[src/sv/url_percent_decoder_macros.svh]
// assertion macros for the url percent decoder
`ifndef URL_PERCENT_DECODER_MACROS_SVH
`define URL_PERCENT_DECODER_MACROS_SVH

// same-cycle implication, sampled on clk, off during rst
`define UPD_ASSERT_IMPL(label, ante, cons) \
  label: assert property (@(posedge clk) disable iff (rst) (ante) |-> (cons)) \
    else $error("upd assertion failed");

// next-cycle implication, sampled on clk, off during rst
`define UPD_ASSERT_NEXT(label, ante, cons) \
  label: assert property (@(posedge clk) disable iff (rst) (ante) |=> (cons)) \
    else $error("upd assertion failed");

`endif

[src/sv/upd_pkg.sv]
// shared types, constants and helpers for the url percent decoder
`default_nettype none

package upd_pkg;

  localparam logic [7:0] PCT_CHAR   = 8'h25;
  localparam logic [7:0] PLUS_CHAR  = 8'h2B;
  localparam logic [7:0] SPACE_CHAR = 8'h20;

  // most output beats one input byte can cause
  localparam int MAX_BEATS = 3;
  localparam int QUEUE_DEPTH_DEF = 4;

  // what the front holds between input beats
  typedef enum logic [1:0] {
    PEND_NONE  = 2'd0,
    PEND_PCT   = 2'd1,
    PEND_DIGIT = 2'd2
  } pend_t;

  typedef struct packed {
    logic       ok;
    logic [3:0] val;
  } hex_t;

  // the decoded beats caused by one input byte, oldest in slot 0
  typedef struct packed {
    logic [1:0]                 cnt;
    logic [MAX_BEATS-1:0][7:0]  beats;
    logic                       last;
  } upd_group_t;

  typedef struct packed {
    logic  push;
    pend_t pend;
  } upd_front_stat_t;

  function automatic hex_t hex_decode(input logic [7:0] b);
    hex_t h;
    h.ok  = 1'b1;
    h.val = b[3:0];
    if (b >= 8'h30 && b <= 8'h39) begin
      h.val = b[3:0];
    end else if ((b >= 8'h41 && b <= 8'h46) || (b >= 8'h61 && b <= 8'h66)) begin
      h.val = b[3:0] + 4'd9;
    end else begin
      h.ok = 1'b0;
    end
    return h;
  endfunction

endpackage

`default_nettype wire

[src/sv/upd_queue.sv]
// short group queue between the front and the back
`default_nettype none

module upd_queue #(
  parameter int DEPTH = upd_pkg::QUEUE_DEPTH_DEF
) (
  input  wire logic               clk,
  input  wire logic               rst,
  input  wire logic               wr_en,
  input  wire upd_pkg::upd_group_t wr_data,
  input  wire logic               rd_en,
  output      upd_pkg::upd_group_t rd_data,
  output      logic               full,
  output      logic               empty
);
  import upd_pkg::*;

  localparam int PTR_W = (DEPTH > 1) ? $clog2(DEPTH) : 1;
  localparam int CNT_W = $clog2(DEPTH + 1);

  upd_group_t       slots [DEPTH];
  logic [PTR_W-1:0] wr_ptr;
  logic [PTR_W-1:0] rd_ptr;
  logic [CNT_W-1:0] count;

  logic do_wr;
  logic do_rd;

  function automatic logic [PTR_W-1:0] bump(input logic [PTR_W-1:0] p);
    return (p == PTR_W'(DEPTH - 1)) ? '0 : p + 1'b1;
  endfunction

  assign full    = (count == CNT_W'(DEPTH));
  assign empty   = (count == '0);
  assign do_wr   = wr_en && !full;
  assign do_rd   = rd_en && !empty;
  assign rd_data = slots[rd_ptr];

  always_ff @(posedge clk) begin
    if (do_wr) begin
      slots[wr_ptr] <= wr_data;
    end
  end

  always_ff @(posedge clk) begin
    if (rst) begin
      wr_ptr <= '0;
      rd_ptr <= '0;
      count  <= '0;
    end else begin
      if (do_wr) begin
        wr_ptr <= bump(wr_ptr);
      end
      if (do_rd) begin
        rd_ptr <= bump(rd_ptr);
      end
      if (do_wr && !do_rd) begin
        count <= count + 1'b1;
      end else if (do_rd && !do_wr) begin
        count <= count - 1'b1;
      end
    end
  end

endmodule

`default_nettype wire

[src/sv/upd_front.sv]
// front: tracks held escape bytes and builds the beat group for each input byte
`default_nettype none

module upd_front (
  input  wire logic                    clk,
  input  wire logic                    rst,
  input  wire logic                    accept,
  input  wire logic [7:0]              in_byte,
  input  wire logic                    end_of_string,
  input  wire logic                    plus_as_space,
  output      upd_pkg::upd_group_t     grp,
  output      upd_pkg::upd_front_stat_t stat
);
  import upd_pkg::*;

  pend_t      pend;
  pend_t      pend_feed;
  pend_t      pend_next;
  logic [7:0] digit;
  hex_t       hx;
  hex_t       hx_held;
  logic       is_pct;
  logic [7:0] mapped;

  assign hx      = hex_decode(in_byte);
  assign hx_held = hex_decode(digit);
  assign is_pct  = (in_byte == PCT_CHAR);
  assign mapped  = (plus_as_space && in_byte == PLUS_CHAR) ? SPACE_CHAR : in_byte;

  // next state
  always_comb begin
    case (pend)
      PEND_NONE: begin
        pend_feed = is_pct ? PEND_PCT : PEND_NONE;
      end
      PEND_PCT: begin
        pend_feed = hx.ok ? PEND_DIGIT : (is_pct ? PEND_PCT : PEND_NONE);
      end
      default: begin
        pend_feed = hx.ok ? PEND_NONE : (is_pct ? PEND_PCT : PEND_NONE);
      end
    endcase
    pend_next = end_of_string ? PEND_NONE : pend_feed;
  end

  // outputs: append beats in order
  always_comb begin
    logic [1:0]                n;
    logic [MAX_BEATS-1:0][7:0] beats;
    n     = 2'd0;
    beats = '0;
    case (pend)
      PEND_NONE: begin
        if (!is_pct) begin
          beats[n] = mapped;
          n        = n + 2'd1;
        end
      end
      PEND_PCT: begin
        if (!hx.ok) begin
          beats[n] = PCT_CHAR;
          n        = n + 2'd1;
          if (!is_pct) begin
            beats[n] = mapped;
            n        = n + 2'd1;
          end
        end
      end
      default: begin
        if (hx.ok) begin
          beats[n] = {hx_held.val, hx.val};
          n        = n + 2'd1;
        end else begin
          beats[n] = PCT_CHAR;
          n        = n + 2'd1;
          beats[n] = digit;
          n        = n + 2'd1;
          if (!is_pct) begin
            beats[n] = mapped;
            n        = n + 2'd1;
          end
        end
      end
    endcase
    // end of string: flush what is still held
    if (end_of_string && pend_feed != PEND_NONE) begin
      beats[n] = PCT_CHAR;
      n        = n + 2'd1;
      if (pend_feed == PEND_DIGIT) begin
        beats[n] = in_byte;
        n        = n + 2'd1;
      end
    end
    grp.cnt   = n;
    grp.beats = beats;
    grp.last  = end_of_string;
  end

  assign stat.push = accept && (grp.cnt != 2'd0);
  assign stat.pend = pend;

  always_ff @(posedge clk) begin
    if (rst) begin
      pend <= PEND_NONE;
    end else if (accept) begin
      pend <= pend_next;
    end
  end

  always_ff @(posedge clk) begin
    if (accept && pend == PEND_PCT && hx.ok) begin
      digit <= in_byte;
    end
  end

endmodule

`default_nettype wire

[src/sv/upd_back.sv]
// back: takes groups off the queue and hands out their beats one at a time
`default_nettype none

module upd_back (
  input  wire logic                clk,
  input  wire logic                rst,
  input  wire upd_pkg::upd_group_t q_data,
  input  wire logic                q_empty,
  output      logic                q_pop,
  input  wire logic                pop,
  output      logic                empty,
  output      logic [7:0]          out_byte,
  output      logic                out_last
);
  import upd_pkg::*;

  upd_group_t grp;
  logic       valid;
  logic [1:0] pos;
  logic [1:0] last_idx;
  logic       done_beat;
  logic       load;

  assign last_idx  = grp.cnt - 2'd1;
  assign done_beat = valid && pop && (pos == last_idx);
  assign load      = (!valid || done_beat) && !q_empty;
  assign q_pop     = load;

  assign empty    = !valid;
  assign out_byte = grp.beats[pos];
  assign out_last = grp.last && (pos == last_idx);

  always_ff @(posedge clk) begin
    if (rst) begin
      valid <= 1'b0;
      pos   <= 2'd0;
    end else if (load) begin
      valid <= 1'b1;
      pos   <= 2'd0;
    end else if (done_beat) begin
      valid <= 1'b0;
    end else if (valid && pop) begin
      pos <= pos + 2'd1;
    end
  end

  always_ff @(posedge clk) begin
    if (load) begin
      grp <= q_data;
    end
  end

endmodule

`default_nettype wire

[src/sv/url_percent_decoder.sv]
// top level of the streaming url percent decoder
//
//  channel   direction  handshake            payload
//  input     in         push / full          in_byte, end_of_string
//  result    out        empty / pop          out_byte, out_last
//  config    in         cfg_we               cfg_wdata (plus_as_space)
//
// one input beat is taken per cycle while the group queue has room
// each input byte yields zero to three result beats; the back hands out one result
// beat per cycle on pop, so bytes with several results cost extra cycles there
// the first result beat of an input beat passes through the group queue and then
// the back's group register before it shows on the ports, and can be popped there
// rst is synchronous and clears held escape state, the queue and the back;
// plus_as_space comes out of reset set
// a stalled result side fills the queue, then full rises and input stops
`default_nettype none
`include "url_percent_decoder_macros.svh"

module url_percent_decoder #(
  parameter int QUEUE_DEPTH = upd_pkg::QUEUE_DEPTH_DEF
) (
  input  wire logic       clk,
  input  wire logic       rst,
  input  wire logic       push,
  output      logic       full,
  input  wire logic [7:0] in_byte,
  input  wire logic       end_of_string,
  output      logic       empty,
  input  wire logic       pop,
  output      logic [7:0] out_byte,
  output      logic       out_last,
  input  wire logic       cfg_we,
  input  wire logic       cfg_wdata
);
  import upd_pkg::*;

  // mode register: plus sign decodes to space when set
  logic plus_as_space;

  logic            accept;
  upd_group_t      grp;
  upd_front_stat_t fstat;
  upd_group_t      q_data;
  logic            q_full;
  logic            q_empty;
  logic            q_pop;

  always_ff @(posedge clk) begin
    if (rst) begin
      plus_as_space <= 1'b1;
    end else if (cfg_we) begin
      plus_as_space <= cfg_wdata;
    end
  end

  // the front only stalls on a full group queue
  assign full   = q_full;
  assign accept = push && !q_full;

  upd_front u_front (
    .clk           (clk),
    .rst           (rst),
    .accept        (accept),
    .in_byte       (in_byte),
    .end_of_string (end_of_string),
    .plus_as_space (plus_as_space),
    .grp           (grp),
    .stat          (fstat)
  );

  // groups with no beats (a held percent sign or held digit) never enter the queue
  upd_queue #(
    .DEPTH (QUEUE_DEPTH)
  ) u_queue (
    .clk     (clk),
    .rst     (rst),
    .wr_en   (fstat.push),
    .wr_data (grp),
    .rd_en   (q_pop),
    .rd_data (q_data),
    .full    (q_full),
    .empty   (q_empty)
  );

  // back side: serializes one group at a time onto the result ports
  upd_back u_back (
    .clk      (clk),
    .rst      (rst),
    .q_data   (q_data),
    .q_empty  (q_empty),
    .q_pop    (q_pop),
    .pop      (pop),
    .empty    (empty),
    .out_byte (out_byte),
    .out_last (out_last)
  );

  // end of string always leaves nothing held
  `UPD_ASSERT_NEXT(a_eos_clears, accept && end_of_string, fstat.pend == PEND_NONE)
  // end of string always produces a group
  `UPD_ASSERT_IMPL(a_eos_pushes, accept && end_of_string, fstat.push)
  // a pushed group carries at least one beat
  `UPD_ASSERT_IMPL(a_grp_cnt, fstat.push, grp.cnt != 2'd0)

endmodule

`default_nettype wire

[config.mk]
export PLATFORM = sky130hd
export DESIGN_NAME = url_percent_decoder
export DESIGN_NICKNAME = d
export VERILOG_FILES = /design/src/sv/upd_pkg.sv /design/src/sv/upd_queue.sv /design/src/sv/upd_front.sv /design/src/sv/upd_back.sv /design/src/sv/url_percent_decoder.sv
export VERILOG_INCLUDE_DIRS = /design/src /design/src/sv
export SDC_FILE = /design/constraint.sdc
export NUM_CORES = 1
export LEC_CHECK = 0
export ABC_AREA = 0
export ABC_CLOCK_PERIOD_IN_PS = 10200
export BUFFER_PORTS_ARGS = -buffer_cell sky130_fd_sc_hd__clkbuf_2
export CAP_MARGIN = 20
export CORE_MARGIN = 3
export CORE_UTILIZATION = 55
export CTS_CLUSTER_SIZE = 20
export DETAILED_ROUTE_END_ITERATION = 7
export GPL_TIMING_DRIVEN = 0
export PLACE_DENSITY = 0.72
export REMOVE_ABC_BUFFERS = 1
export SYNTH_ARGS = -nofsm -noshare
export SYNTH_HDL_FRONTEND = slang
export SYNTH_SLANG_ARGS = --single-unit
[constraint.sdc]
create_clock -name clk -period 10.2 [get_ports clk]
set_input_delay 0 -clock clk [delete_from_list [all_inputs] [get_ports clk]]
set_output_delay 0 -clock clk [all_outputs]
set_load 0.01 [all_outputs]
# After elaboration in Yosys (flattened, before gate mapping)
# Memory sizes are Yosys's and may differ from the RTL's. A register that Yosys moved wholly into a read port is not among the register bits.
# Cells that the tools add are included.
[totals] register_bits=21 mem_bits_rw=108 inputBits=15 output_inout_bits=11 n_memories=1
[op_classes] n_addsub=10 order_cmp=17 eq_ne=8 muxes=44 bitwise=4 n_reduce_logical=39
[mem_list] memory="u_queue.slots" words=4 width=27 read_ports=1 rd_ports_with_merged_regs=1 write_ports=1 line="upd_queue.sv:21" rtl="upd_group_t slots [DEPTH];"
[ops] op="2-to-1 mux 8 bit" n=7
[ops] op="2-to-1 mux 24 bit" n=2
[ops] op="demux 8 bit (select 2 bit)" n=2
[ops] op="greater-or-equal comparator 8 x 7 -> 1 bit, second input constant" n=4
[ops] op="<= comparator 8 x 7 -> 1 bit, second input constant" n=4
[ops] op="2-to-1 mux 16 bit" n=2
[ops] op="one-hot mux 8 bit (2 select lines)" n=2
[ops] op="bitwise mux 24 bit" n=1
[ops] op="logical AND 1 bit" n=22
[ops] op="2-to-1 mux 2 bit" n=10
[ops] op="binary-select mux 8 bit (select 2 bit)" n=1
[ops] op="== test 8 x 6 -> 1 bit, second input constant" n=2
[ops] op="greater-or-equal comparator 8 x 6 -> 1 bit, second input constant" n=2
[ops] op="<= comparator 8 x 6 -> 1 bit, second input constant" n=2
[ops] op="2-to-1 mux 4 bit" n=4
[ops] op="AND 15 bit" n=1
[ops] op="NOT 15 bit" n=1
[ops] op="adder 2 x 1 -> 2 bit, second input constant" n=5
[ops] op="less-than comparator 2 x 3 -> 1 bit, second input constant" n=3
[ops] op="2-to-1 mux 1 bit" n=9
[ops] op="OR 9 bit" n=1
[ops] op="adder 4 bit, second input constant" n=2
[ops] op="one-hot mux 2 bit (2 select lines)" n=2
[ops] op="nonzero test 2 bit" n=4
[ops] op="16 further kinds" n=27

# Depth between registers and ports, before layout
[logic_depth] ltp_word=18 ltp_mapped=19 depth_no_buf=18

# Modules after synthesis
# A second synthesis with hierarchy kept.
[hier_totals] hier_cells=465 hier_area_um2=7119.3
[by_module_without_submodules] mod="upd_queue" n_inst=1 cells_each=191 area_per_inst_um2=4399.2 seq_area_each_um2=3423.3
[by_module_without_submodules] mod="upd_front" n_inst=1 cells_each=189 area_per_inst_um2=1457.6 seq_area_each_um2=280.3
[by_module_without_submodules] mod="upd_back" n_inst=1 cells_each=81 area_per_inst_um2=1221.2 seq_area_each_um2=870.8
[by_module_without_submodules] mod="url_percent_decoder" n_inst=1 cells_each=4 area_per_inst_um2=41.3 seq_area_each_um2=20.0

# Least setup slack after synthesis
# No wires, ideal clock.
[synth_timing] path_kind="reg-to-reg" startpoint="register, netlist name u_back.grp[26]" endpoint="register u_queue.count[2]" setup_ns=0.071 arrival_time_ns=3.622 required_ns=10.129 slack_ns=6.507 path_stages_with_launch=12 cell_sequence="edfxtp_1 xnor2_1 mux2i_1 nand2_1 a21oi_1 inv_1 ha_1 inv_1 fa_1 xor2_1 or3_1 a21oi_1"
[synth_between] elab_chain_cells=9 elab_cells_between_ends=11
[synth_lines] element="subtractor 2 x 1 -> 2 bit (*)" line="upd_back.sv:24" rtl="assign last_idx = grp.cnt - 2'd1;"
[synth_lines] element="== test 2 bit (*)" line="upd_back.sv:25" rtl="assign done_beat = valid && pop && (pos == last_idx);"
[synth_lines] element="logical AND 1 bit (*)" line="upd_back.sv:25"
[synth_lines] element="logical OR 1 bit (*)" line="upd_back.sv:26" rtl="assign load = (!valid || done_beat) && !q_empty;"
[synth_lines] element="logical AND 1 bit (*)" line="upd_back.sv:26"
[synth_lines] element="named net q_pop" line="url_percent_decoder.sv:46" rtl="logic q_pop;"
[synth_lines] element="logical AND 1 bit (*)" line="upd_queue.sv:36" rtl="assign do_rd = rd_en && !empty;"
[synth_lines] element="zero test 1 bit" line="upd_queue.sv:57" rtl="if (do_wr && !do_rd) begin"
[synth_lines] element="logical AND 1 bit" line="upd_queue.sv:57"
[synth_lines] element="2-to-1 mux 3 bit or nonzero test 2 bit (tied branches)"
[synth_lines] element="to (signal assigned)" line="upd_queue.sv:58" rtl="count <= count + 1'b1;"
[synth_lines] element="to (signal assigned)" line="upd_queue.sv:60" rtl="count <= count - 1'b1;"
[synth_lines] element="to (decl)" line="upd_queue.sv:24" rtl="logic [CNT_W-1:0] count;"
# The timed path passes the listed nets; every way through them passes the cells marked *.
# A chain may end at the register's enable or synchronous reset.

# Worst setup path after layout
[layout_timing] startpoint="input in_byte[0]" endpoint="register u_queue.count[2]"
[layout_between] elab_chain_cells=17 elab_cells_between_ends=38
[layout_lines] element="from (decl)" line="url_percent_decoder.sv:26" rtl="input wire logic [7:0] in_byte,"
[layout_lines] element="greater-or-equal comparator 8 x 7 -> 1 bit or <= comparator 8 x 7 -> 1 bit (tied branches)" line="upd_pkg.sv:44" rtl="end else if ((b >= 8'h41 && b <= 8'h46) || (b >= 8'h61 && b <= 8'h66)) begin"
[layout_lines] element="logical AND 1 bit" line="upd_pkg.sv:44"
[layout_lines] element="logical OR 1 bit" line="upd_pkg.sv:44"
[layout_lines] element="2-to-1 mux 1 bit" line="upd_pkg.sv:44"
[layout_lines] element="2-to-1 mux 1 bit" line="upd_pkg.sv:42" rtl="if (b >= 8'h30 && b <= 8'h39) begin"
[layout_lines] element="2-to-1 mux 2 bit, on equally long branches" line="upd_front.sv:70, upd_front.sv:60"
[layout_lines] element="one-hot mux 2 bit (2 select lines)" line="upd_front.sv:52" rtl="case (pend)"
[layout_lines] element="adder 2 x 1 -> 2 bit" line="upd_front.sv:88" rtl="n = n + 2'd1;"
[layout_lines] element="[2 not listed]"
[layout_lines] element="2-to-1 mux 2 bit (*)" line="upd_front.sv:86" rtl="if (end_of_string && pend_feed != PEND_NONE) begin"
[layout_lines] element="nonzero test 2 bit (*)" line="upd_front.sv:99" rtl="assign stat.push = accept && (grp.cnt != 2'd0);"
[layout_lines] element="logical AND 1 bit (*)" line="upd_front.sv:99"
[layout_lines] element="logical AND 1 bit (*)" line="upd_queue.sv:35" rtl="assign do_wr = wr_en && !full;"
[layout_lines] element="named net u_queue.do_wr" line="upd_queue.sv:26" rtl="logic do_wr;"
[layout_lines] element="zero test 1 bit" line="upd_queue.sv:59" rtl="end else if (do_rd && !do_wr) begin"
[layout_lines] element="logical AND 1 bit" line="upd_queue.sv:59"
[layout_lines] element="nonzero test 2 bit (no source line)"
# Marks and branches as above.

==> results.py <==
metrics = {
    "clock_tree": {
        "cts_tree": "built",
        "cts_buffer_depth": 2,
        "ctsResizeCount": 0,
        "clk_pin_slew_ns": 0.06,
        "cts-root-buf": "clkbuf_16",
        "clock-sinks": 156,
        "cts_made_buffers": 17,
        "clk_latency_ns": 0.42,
        "htree_levels": 4,
    },
    "synth": {
        "synthMuxAreaShare": 0.112,
        "synth_xor_area_frac": 0.0125,
        "synth_edf_count": 143,
        "async_flop_share": 0,
        "ys_seq_elements": 156,
        "synth_top_family_by_area": "multiplexers",
        "yosys.area_share.simple": 0.0769,
        "ys.flop_type": "edfxtp_1",
        "ys_seq_area_frac": 0.660,
        "synth_cell_types": 55,
        "synth_cells": 452,
        "synth_compound_area_frac": 0.0811,
        "yosys_warnings": 0,
        "synthAdderAreaFrac": 0.0356,
        "synth.avg_cell_area_um2": 15.3,
        "netlist_area_mm2": 0.00690,
    },
    "worst_setup_path": {
        "crit_buf_inv": 5,
        "critical_path.max_fanout": 8,
        "crit_type": "in2reg",
        "cpPeakStageDelay_ns": 0.53,
        "worst_path_max_delay_cell": "dlygate4sd3_1",
        "reg2reg_slack_ns": 6.26,
        "endpoint_kind": "register",
        "arrival_ns": 4.51,
        "crit_chain": "dlygate4sd3_1, clkbuf_2, inv_1, ha_1, nor3b_1, a311oi_4, or2_1, nor2_2, inv_1, ha_1, nor2_1, o211ai_1, a22o_4, ha_1, inv_1, fa_1, xor2_1, or3_1, a21oi_1",
        "worstSetupStartpointType": "input port",
        "r2r_start": "u_front.pend[1]",
        "critPathTopFamily": "simple AND/OR/NAND/NOR gates",
        "r2r_cells": 14,
        "cp.required_ns": 10.54,
        "critical_path.reg2reg.endpoint": "u_queue.count[2]",
    },
    "placed_design": {
        "dpl_worst_slack_ns": 6.21,
        "io_buffers": 25,
        "hpwl_um": 8800,
        "dp_cells": 626,
        "gp_congestion": 0.881,
    },
    "outcome": {
        "run_status": "completed",
    },
    "floorplanning": {
        "core_mm2": 0.0121,
        "start_util": 0.569,
        "rows": 40,
        "dieArea_mm2": 0.0139,
        "ios": 26,
        "die-width_um": 118,
        "die-height_um": 118,
    },
    "timing": {
        "layout_min_cycle_time_ns": 4.17,
        "layout_setup_ws_ns": 6.03,
        "fin_tns_setup_ns": 0,
        "clock.fmax_mhz": 240,
        "maxSlewViolCount": 0,
        "hold_violations": 0,
        "rsz0062_at_grt": "no",
        "setup_viol": 0,
        "slew-limit-headroom": 0.314,
        "clock_skew_ns": 0.00901,
        "period_share": 0.409,
        "worstMarginPinSlew_ns": 1.02,
    },
    "global_route": {
        "grt_max_degree": 30,
        "grt_pass1_vias": 4118,
        "grt_pass1_wl_um": 22000,
        "antenna_found_initial": 0,
        "track_usage": 0.210,
        "overflow": 0,
    },
    "drt": {
        "drt_iter0_drc": 318,
        "wire_per_inst_um": 20.5,
        "num_vias": 3940,
        "viasPerCell": 5.88,
        "wirelength_um": 13700,
        "drt.antenna.violating_nets": 0,
        "drc": 0,
        "first_pass_iters": 5,
    },
    "min_path": {
        "hold_start": "push",
        "hold_depth": 4,
        "hold_end": "u_front.pend[1]",
        "hp-class": "in2reg",
    },
    "pwr": {
        "leakagePower_nw": 2.63,
        "powerDensity_mw_per_mm2": 242,
        "finalPower_mw": 1.91,
        "ir_worst_vdd_mv": 0.101,
    },
    "finish": {
        "final_cells": 670,
        "final_cell_mix": "edfxtp_1, nor2_1, nand2_1, mux4_2, clkbuf_2",
        "drive_gt1_frac": 0.189,
        "layout.cells.most_common": "edfxtp_1",
        "fill_cells": 917,
        "final_nets": 524,
        "antennaDiodeCount": 0,
        "area_growth_syn_to_layout_pct": 14.8,
    },
    "job": {
        "max_cap_viol_count": 0,
    },
}
==> repair_timing <==
item | 4_1_cts | 5_1_grt
setup buffers | 0 | 0
hold buffers | 13 | 0
hold endpoints to repair | 19 | 0
==> routing by layer <==
layer,routed length [um],share of wire,global-route usage,vias to the layer above
met5,0,0,0,-
met3,696,0.051,0.0524,21
met1,5950,0.43,0.274,1965
met2,6750,0.49,0.339,119
met4,342,0.025,0.0872,0
li1,-,-,-,1835
==> where the power goes <==
| part | switching (mW) | internal [mW] |
|---|---|---|
| clock | 0.235 | 0.379 |
| combinational | 0.183 | 0.194 |
| sequential | 0.0781 | 0.844 |
==> worst min-delay path: cells and delay by family <==
kind	cells	cell delay (ns)
and+or+nand+nor	2	0.27
AOI/OAI and AO/OA	1	0.11
buffers and inverters	1	0.08
==> kinds of logic after synthesis <==
kind of cell	Yosys count
flip-flops	156
AND/OR/NAND/NOR	107
AO/OA/AOI/OAI	82
multiplexers	43
buffers and inverters	36
adder cells (fa/ha/maj)	19
XOR/XNOR	9
==> through the flow <==
stage	hold slack (ns)	cell area, um2	util
floorplan	0.0691	6810	-
global placement	0.203	7140	0.590
detailed placement	0.211	7210	0.595
CTS	0.0646	7920	0.654
global route	0.134	7920	0.654
finish	0.0767	7920	0.654
==> final cells by class <==
cell class,count,area [um2],area share
Sequential cell,156,4560,0.576
Inverter,15,56.3,0.00711
Clock buffer,18,429,0.0542
Tap cell,168,210,0.0265
Timing Repair Buffer,40,303,0.0382
Multi-Input combinational cell,260,2210,0.279
Clock inverter,13,151,0.0191
==> Yosys cell counts, drive strengths merged (7+ instances only) <==
cell	count	area, um2
clkbuf	14	52.6
edfxtp	143	4290
nand2b	7	43.8
nor2	30	115
nor3	12	60.1
and2	10	62.6
nand2	27	101
mux4	27	608
inv	15	56.3
nand3	7	35.0
dfxtp	13	260
o21ai	22	110
a21oi	19	98.9
ha	18	225
buf	7	37.5
mux2i	15	150
==> registers in the layout, summed over array words and instances, names as in the netlist <==
signal          cells
u_back.valid        1
u_front.pend        2
u_queue.wr_ptr      2
u_queue.count       3
u_back.grp         27
u_queue.slots     108
u_queue.rd_ptr      2
plus_as_space       1
u_back.pos          2
u_front.digit       8
==> worst max path at each step <==
stage / startpoint / end / slack, ns / depth (start not counted)
4_1_cts: in_byte[0] / u_queue.count[2] / 6.08 / 19
2_1_floorplan: u_back.pos[1] / u_queue.count[2] / 6.25 / 11
3_5_place_dp: in_byte[0] / u_queue.count[2] / 6.21 / 18
6_report: in_byte[0] / u_queue.count[2] / 6.03 / 19
5_1_grt: in_byte[0] / u_queue.count[2] / 5.78 / 19
3_3_place_gp: u_back.pos[1] / u_queue.count[2] / 4.94 / 11
No activity file was read; power rests on OpenSTA's default activity.
